`src/rtl/assert_macros.svh`:
```
// assertion macros used by rpdc_datapath
// no dependencies; expects a clock named clk and a reset named rst in scope
`ifndef ASSERT_MACROS_SVH
`define ASSERT_MACROS_SVH

// same-cycle implication
`define ASSERT_IMPL(label, ante, cons) \
  label: assert property (@(posedge clk) disable iff (rst) (ante) |-> (cons)) \
    else $error("assertion failed");

// next-cycle implication
`define ASSERT_NEXT(label, ante, cons) \
  label: assert property (@(posedge clk) disable iff (rst) (ante) |=> (cons)) \
    else $error("assertion failed");

`endif

```
`src/rtl/rpdc_pkg.sv`:
```
// types and constants of the palette dedup cache
// no dependencies
`timescale 1ns / 1ps

package rpdc_pkg;

  localparam int HASH_W   = 64;
  localparam int ADDR_W   = 32;
  localparam int SIZE_W   = 23;
  localparam int LEN_W    = 9;
  localparam int REFS_W   = 16;
  localparam int WORD_W   = 32;
  localparam int LIVE_W   = 7;
  localparam int SHARED_W = 31;
  localparam int LEN_CMP_W = 12;

  localparam logic [REFS_W-1:0] REFS_MAX = 16'hFFFF;

  localparam logic [1:0] OP_ACQUIRE = 2'd0;
  localparam logic [1:0] OP_INSERT  = 2'd1;
  localparam logic [1:0] OP_RELEASE = 2'd2;
  localparam logic [1:0] OP_RESET   = 2'd3;

  typedef struct packed {
    logic [1:0]        op;
    logic [WORD_W-1:0] palette_word;
    logic              word_last;
    logic [HASH_W-1:0] palette_hash;
    logic [LEN_W-1:0]  palette_length;
    logic [ADDR_W-1:0] vram_address;
    logic [SIZE_W-1:0] vram_bytes;
  } request_t;

  typedef struct packed {
    logic                success;
    logic [ADDR_W-1:0]   found_address;
    logic [LIVE_W-1:0]   live_entries;
    logic [SHARED_W-1:0] shared_bytes;
  } result_t;

  typedef struct packed {
    logic [HASH_W-1:0] hash;
    logic [ADDR_W-1:0] address;
    logic [SIZE_W-1:0] size;
    logic [LEN_W-1:0]  length;
    logic [REFS_W-1:0] refs;
  } entry_t;

  typedef enum logic [3:0] {
    S_IDLE, S_SCAN_RD, S_SCAN_CHK, S_CMP_RD, S_CMP_CHK, S_ACQ_WB,
    S_INS_RD, S_INS_WR, S_INS_META, S_REL_RD, S_REL_CHK, S_LAST_RD,
    S_LAST_WR, S_CP_RD, S_CP_WR, S_FIN
  } state_t;

  typedef struct packed {
    logic accept;
    logic clr_idx;
    logic inc_idx;
    logic clr_w;
    logic inc_w;
    logic meta_rd;
    logic rd_last;
    logic store_rd;
    logic buf_rd;
    logic acq_wb;
    logic rel_dec;
    logic meta_copy;
    logic ins_meta;
    logic ins_wr;
    logic cp_wr;
    logic live_dec;
    logic res_ok;
    logic res_hit;
    logic emit;
  } cmd_t;

  typedef struct packed {
    logic [1:0] op;
    logic       last;
    logic       req_ok;
    logic       len_fit;
    logic       room;
    logic       idx_end;
    logic       idx_is_last;
    logic       meta_hit;
    logic       addr_hit;
    logic       word_eq;
    logic       w_end;
    logic       cp_end;
    logic       refs_gt1;
  } stat_t;

endpackage

```
`src/rtl/rpdc_ctrl.sv`:
```
// controller of the palette dedup cache: sequences scans, compares and copies
// depends on rpdc_pkg
`timescale 1ns / 1ps

module rpdc_ctrl (
  input  logic            clk,
  input  logic            rst,
  input  logic            start,
  input  rpdc_pkg::stat_t stat,
  output logic            busy,
  output rpdc_pkg::cmd_t  cmd
);

  rpdc_pkg::state_t state;
  rpdc_pkg::state_t state_next;

  always_ff @(posedge clk) begin
    if (rst) begin
      state <= rpdc_pkg::S_IDLE;
    end else begin
      state <= state_next;
    end
  end

  always_comb begin
    state_next = state;
    case (state)
      rpdc_pkg::S_IDLE: begin
        if (start) begin
          case (stat.op)
            rpdc_pkg::OP_ACQUIRE: begin
              if (stat.last) begin
                state_next = (stat.req_ok && stat.len_fit) ? rpdc_pkg::S_SCAN_RD
                                                           : rpdc_pkg::S_FIN;
              end
            end
            rpdc_pkg::OP_INSERT: begin
              if (stat.last) begin
                state_next = (stat.req_ok && stat.len_fit && stat.room) ?
                             rpdc_pkg::S_INS_RD : rpdc_pkg::S_FIN;
              end
            end
            rpdc_pkg::OP_RELEASE: state_next = rpdc_pkg::S_REL_RD;
            default:              state_next = rpdc_pkg::S_FIN;
          endcase
        end
      end
      rpdc_pkg::S_SCAN_RD:  state_next = stat.idx_end ? rpdc_pkg::S_FIN : rpdc_pkg::S_SCAN_CHK;
      rpdc_pkg::S_SCAN_CHK: state_next = stat.meta_hit ? rpdc_pkg::S_CMP_RD : rpdc_pkg::S_SCAN_RD;
      rpdc_pkg::S_CMP_RD:   state_next = rpdc_pkg::S_CMP_CHK;
      rpdc_pkg::S_CMP_CHK: begin
        if (!stat.word_eq) begin
          state_next = rpdc_pkg::S_SCAN_RD;
        end else begin
          state_next = stat.w_end ? rpdc_pkg::S_ACQ_WB : rpdc_pkg::S_CMP_RD;
        end
      end
      rpdc_pkg::S_ACQ_WB:   state_next = rpdc_pkg::S_FIN;
      rpdc_pkg::S_INS_RD:   state_next = rpdc_pkg::S_INS_WR;
      rpdc_pkg::S_INS_WR:   state_next = stat.w_end ? rpdc_pkg::S_INS_META : rpdc_pkg::S_INS_RD;
      rpdc_pkg::S_INS_META: state_next = rpdc_pkg::S_FIN;
      rpdc_pkg::S_REL_RD:   state_next = stat.idx_end ? rpdc_pkg::S_FIN : rpdc_pkg::S_REL_CHK;
      rpdc_pkg::S_REL_CHK: begin
        if (!stat.addr_hit) begin
          state_next = rpdc_pkg::S_REL_RD;
        end else if (stat.refs_gt1 || stat.idx_is_last) begin
          state_next = rpdc_pkg::S_FIN;
        end else begin
          state_next = rpdc_pkg::S_LAST_RD;
        end
      end
      rpdc_pkg::S_LAST_RD:  state_next = rpdc_pkg::S_LAST_WR;
      rpdc_pkg::S_LAST_WR:  state_next = rpdc_pkg::S_CP_RD;
      rpdc_pkg::S_CP_RD:    state_next = rpdc_pkg::S_CP_WR;
      rpdc_pkg::S_CP_WR:    state_next = stat.cp_end ? rpdc_pkg::S_FIN : rpdc_pkg::S_CP_RD;
      rpdc_pkg::S_FIN:      state_next = rpdc_pkg::S_IDLE;
      default:              state_next = rpdc_pkg::S_IDLE;
    endcase
  end

  always_comb begin
    cmd  = '0;
    busy = (state != rpdc_pkg::S_IDLE);
    case (state)
      rpdc_pkg::S_IDLE: begin
        cmd.accept  = start;
        cmd.clr_idx = start;
        cmd.clr_w   = start;
      end
      rpdc_pkg::S_SCAN_RD: begin
        cmd.meta_rd = !stat.idx_end;
      end
      rpdc_pkg::S_SCAN_CHK: begin
        cmd.clr_w   = stat.meta_hit;
        cmd.inc_idx = !stat.meta_hit;
      end
      rpdc_pkg::S_CMP_RD: begin
        cmd.store_rd = 1'b1;
        cmd.buf_rd   = 1'b1;
      end
      rpdc_pkg::S_CMP_CHK: begin
        cmd.inc_idx = !stat.word_eq;
        cmd.clr_w   = !stat.word_eq;
        cmd.inc_w   = stat.word_eq && !stat.w_end;
      end
      rpdc_pkg::S_ACQ_WB: begin
        cmd.acq_wb  = 1'b1;
        cmd.res_hit = 1'b1;
      end
      rpdc_pkg::S_INS_RD: begin
        cmd.buf_rd = 1'b1;
      end
      rpdc_pkg::S_INS_WR: begin
        cmd.ins_wr = 1'b1;
        cmd.inc_w  = !stat.w_end;
      end
      rpdc_pkg::S_INS_META: begin
        cmd.ins_meta = 1'b1;
        cmd.res_ok   = 1'b1;
      end
      rpdc_pkg::S_REL_RD: begin
        cmd.meta_rd = !stat.idx_end;
        cmd.res_ok  = stat.idx_end;
      end
      rpdc_pkg::S_REL_CHK: begin
        cmd.inc_idx = !stat.addr_hit;
        if (stat.addr_hit) begin
          cmd.rel_dec  = stat.refs_gt1;
          cmd.res_ok   = !stat.refs_gt1;
          cmd.live_dec = !stat.refs_gt1 && stat.idx_is_last;
        end
      end
      rpdc_pkg::S_LAST_RD: begin
        cmd.meta_rd = 1'b1;
        cmd.rd_last = 1'b1;
      end
      rpdc_pkg::S_LAST_WR: begin
        cmd.meta_copy = 1'b1;
        cmd.clr_w     = 1'b1;
      end
      rpdc_pkg::S_CP_RD: begin
        cmd.store_rd = 1'b1;
        cmd.rd_last  = 1'b1;
      end
      rpdc_pkg::S_CP_WR: begin
        cmd.cp_wr    = 1'b1;
        cmd.inc_w    = !stat.cp_end;
        cmd.live_dec = stat.cp_end;
      end
      rpdc_pkg::S_FIN: begin
        cmd.emit = 1'b1;
      end
      default: begin
        cmd = '0;
      end
    endcase
  end

endmodule

```
`config.mk`:
```
export PLATFORM = sky130hd
export DESIGN_NAME = rpdc_ctrl
export DESIGN_NICKNAME = d
export VERILOG_FILES = /design/src/rtl/assert_macros.svh /design/src/rtl/rpdc_pkg.sv /design/src/rtl/rpdc_ctrl.sv
export SDC_FILE = /design/constraint.sdc
export NUM_CORES = 1
export LEC_CHECK = 0
export BUFFER_PORTS_ARGS = -buffer_cell sky130_fd_sc_hd__buf_2
export CAP_MARGIN = 30
export CELL_PAD_IN_SITES_DETAIL_PLACEMENT = 1
export CELL_PAD_IN_SITES_GLOBAL_PLACEMENT = 1
export CORE_MARGIN = 5
export CORE_UTILIZATION = 28
export CTS_CLUSTER_SIZE = 12
export DETAILED_ROUTE_END_ITERATION = 10
export GPL_TIMING_DRIVEN = 0
export PLACE_DENSITY = 0.75
export REMOVE_ABC_BUFFERS = 1
export SYNTH_ARGS = -nofsm -noshare
export SYNTH_HDL_FRONTEND = slang
export SYNTH_SLANG_ARGS = --single-unit
```
`constraint.sdc`:
```
create_clock -name clk -period 1.6 [get_ports clk]
set_input_delay 0.08 -clock clk [delete_from_list [all_inputs] [get_ports clk]]
set_output_delay 0.08 -clock clk [all_outputs]
set_load 0.1 [all_outputs]
```
==> impl_metrics.yaml <==
flow_run:
  cap_violations: 0
status:
  violations: "negative setup slack"
  outcome: "complete, but fails checks"
synth:
  synthArstFlopShare_pct: 0
  synth_xor_area_share_pct: 0
  synthAdderAreaFrac_pct: 0
  synth.distinct_cells: 39
  synth-simple-area-share_pct: 39.1
  synth_compound_area_share_pct: 32.8
  synthCells: 99
  yosys_warnings: 0
  synth_edf_count: 0
  netlist_area_um2: 649
  ys.flop_type: "dfxtp_1"
  seq_area_frac_synth_pct: 12.3
  avgSynthCellArea_um2: 6.56
  synth_mux_area_share_pct: 1.54
  synth_top_family_by_area: "simple AND/OR/NAND/NOR gates"
  synth_seq_cells: 4
cells_and_area:
  seqCellArea_um2: 95.1
  multi_input_area_um2: 569
  regMostFlops: "state"
  drive_gt1_share_pct: 54.2
  synthToLayoutAreaGrowth_pct: 84.8
  n_fill_cell: 280
  fin_nets: 163
  insertedDiodeCount: 0
  reg.largest.list: "state: 4 flops"
  largest_register_ffs: 4
  design_area_um2: 1200
  final_util_pct: 54.2
hold_path:
  hp-class: "in -> reg"
worst_setup_path:
  worstPathArrival_ps: 1550
  start_kind: "flip-flop"
  path_max_fanout: 10
  cp-end-kind: "primary output"
  required_ps: 1520
  crit_type: "reg -> out"
sta:
  fin_crit_sh_pct: 102
  setup_ws_ps: -34.4
  min_period_ps: 1630
  drv_slew: 0
  grt_setup_unrepaired: "yes"
  finalSetupTns_ps: -46.0
  finClkSkew_ps: 3.08
  finalSetupViolations: 2
  relSlewSlack_pct: 67.2
  tightest_slew_ps: 495
  hold_violations: 0
  max_freq_mhz: 612
  whs_ps: 24.9
cts:
  cts-root-buf: "clkbuf_4"
  worstSkewPairLatency_ps: 250
  cts_tree: "done"
  clk_pin_slew_ps: 40
  clk_path_buf_depth: 2
  cts.sinks: 4
  ctsHtreeMaxLevel: 1
  numCtsBuffers: 3
grt:
  grt_antenna_before_repair: 0
  gr-total-overflow: 0
  grt_use_total_pct: 17.3
  grt_pass1_wl_um: 4440
  grt_max_degree: 13
  grt_pass1_vias: 973
floorplan:
  chipHeight_um: 58.2
  die_w_um: 58.2
  rows: 17
  coreArea_um2: 2210
  initial_core_util_pct: 29.4
  io_pins: 37
  die_area_um2: 3380
routing:
  route.detailed.drc: 0
  drt-pass1-iter-count: 4
  drt_iter0_drc: 15
  wl_per_cell_um: 17.2
  drtAntennaViolNets: 0
  vias: 938
  via_per_inst: 5.45
  routed_wl_um: 2960
power:
  seq_power_share_pct: 11.1
  power_density_nw_per_um2: 2390
  p_int_mw: 1.10
  vdd_ir_drop_max_uv: 2150
  p_sw_mw: 1.78
  p_leak_nw: 0.546
  swShare_pct: 61.8
  pwr-share-clk_pct: 4.7
  pwr-share-comb_pct: 84.2
placement:
  hpwlAfterDp_um: 1610
  io_buffer_count: 36
  gp_congestion: 0.771
  dpl_cell_area_um2: 798
cell type report:
class	instances	share of cell area, %
Sequential cell	4	7.92
Tap cell	28	2.92
Clock buffer	3	1.88
Inverter	7	2.40
Timing Repair Buffer	52	37.4
Multi-Input combinational cell	78	47.4
final timing paths:
kind	slack (ps)	to	cells past startpoint	start
hold / removal	20	state[0]$_SDFFE_PP0P_	2	stat[8]
setup / recovery	-30	cmd[9]	5	state[0]$_SDFFE_PP0P_
setup reg to reg	190	state[1]$_SDFFE_PP0P_	6	state[0]$_SDFFE_PP0P_
hold reg to reg	720	state[3]$_SDFFE_PP0P_	3	state[0]$_SDFFE_PP0P_
cell families (layout without fill, tap and decap cells):
family,count (synthesis),after routing
flops,4,4
compound gates,32,32
simple gates,45,45
buf+inv,17,62
mux,1,1
per-layer routing:
layer | vias to the layer above | wire length, um | global-route usage (%)
met2 | 49 | 1480 | 28.5
met4 | 0 | 150 | 11.9
met3 | 15 | 168 | 2.45
met5 | - | 0 | 0
met1 | 429 | 1160 | 20.6
li1 | 445 | - | -
metrics by stage:
step	instances	setup slack (ps)	power, mW
after global placement	153	-574	1.98
after CTS	167	-64.9	2.50
after floorplan	89	-3680	1.70
final	172	-34.4	2.87
after global routing	172	-127	3.03
after detailed placement	153	-581	1.99
cell usage after synthesis, types with 2 or more instances:
cell type / n / area share (%)
nor4_1: 2 / 1.9
nor2_1: 10 / 5.8
nand3_1: 3 / 2.3
nand2b_1: 6 / 5.8
nor3_1: 3 / 2.3
a31oi_1: 2 / 1.9
a21oi_1: 9 / 6.9
nor2b_1: 3 / 2.9
inv_1: 5 / 2.9
nand2_1: 8 / 4.6
a21o_1: 2 / 2.3
o21a_1: 3 / 3.5
buf_4: 4 / 4.6
o21ai_0: 4 / 3.1
inv_2: 2 / 1.2
nor3_2: 2 / 3.1
buf_2: 5 / 3.9
dfxtp_1: 4 / 12
nand3b_1: 2 / 2.3
repair_timing:
action                     in CTS  in global routing
buffers inserted               11                  5
pin swaps                       4                  7
hold buffers                    0                  0
setup endpoints to repair      22                 18
gates resized for setup        34                 39
power by group through the flow:
stage	clock network [mW]	logic [mW]	registers, mW
floorplan	0	1.38	0.315
global placement	0	1.60	0.382
detailed placement	0	1.61	0.380
CTS	0.137	2.04	0.313
global route	0.147	2.55	0.333
finish	0.136	2.42	0.319
cell usage in the layout, fill, tap and decap left out, types with 2 or more instances in the layout:
cell type  count
inv_1          5
nand2b_4       4
nor3_2         2
clkbuf_4       5
nand2b_1       3
nor2b_1        2
nand2_1        8
buf_6          5
nand3_1        3
a21o_1         2
buf_2         20
buf_8          3
nor4_4         2
nand3b_1       2
a21oi_1        8
clkbuf_8       2
o21ai_0        4
o21a_1         3
dfxtp_4        4
a31oi_1        2
buf_4         15
nor2_1         9
nor3_1         2
buf_12         4
critical path: stages (launching register included):
cell and delay, ps:
dfxtp_4 370, dlymetal6s2s_1 200, buf_6 180, nor3b_4 230
buf_4 160, buf_12 160
Power figures use the tool's default switching activity.
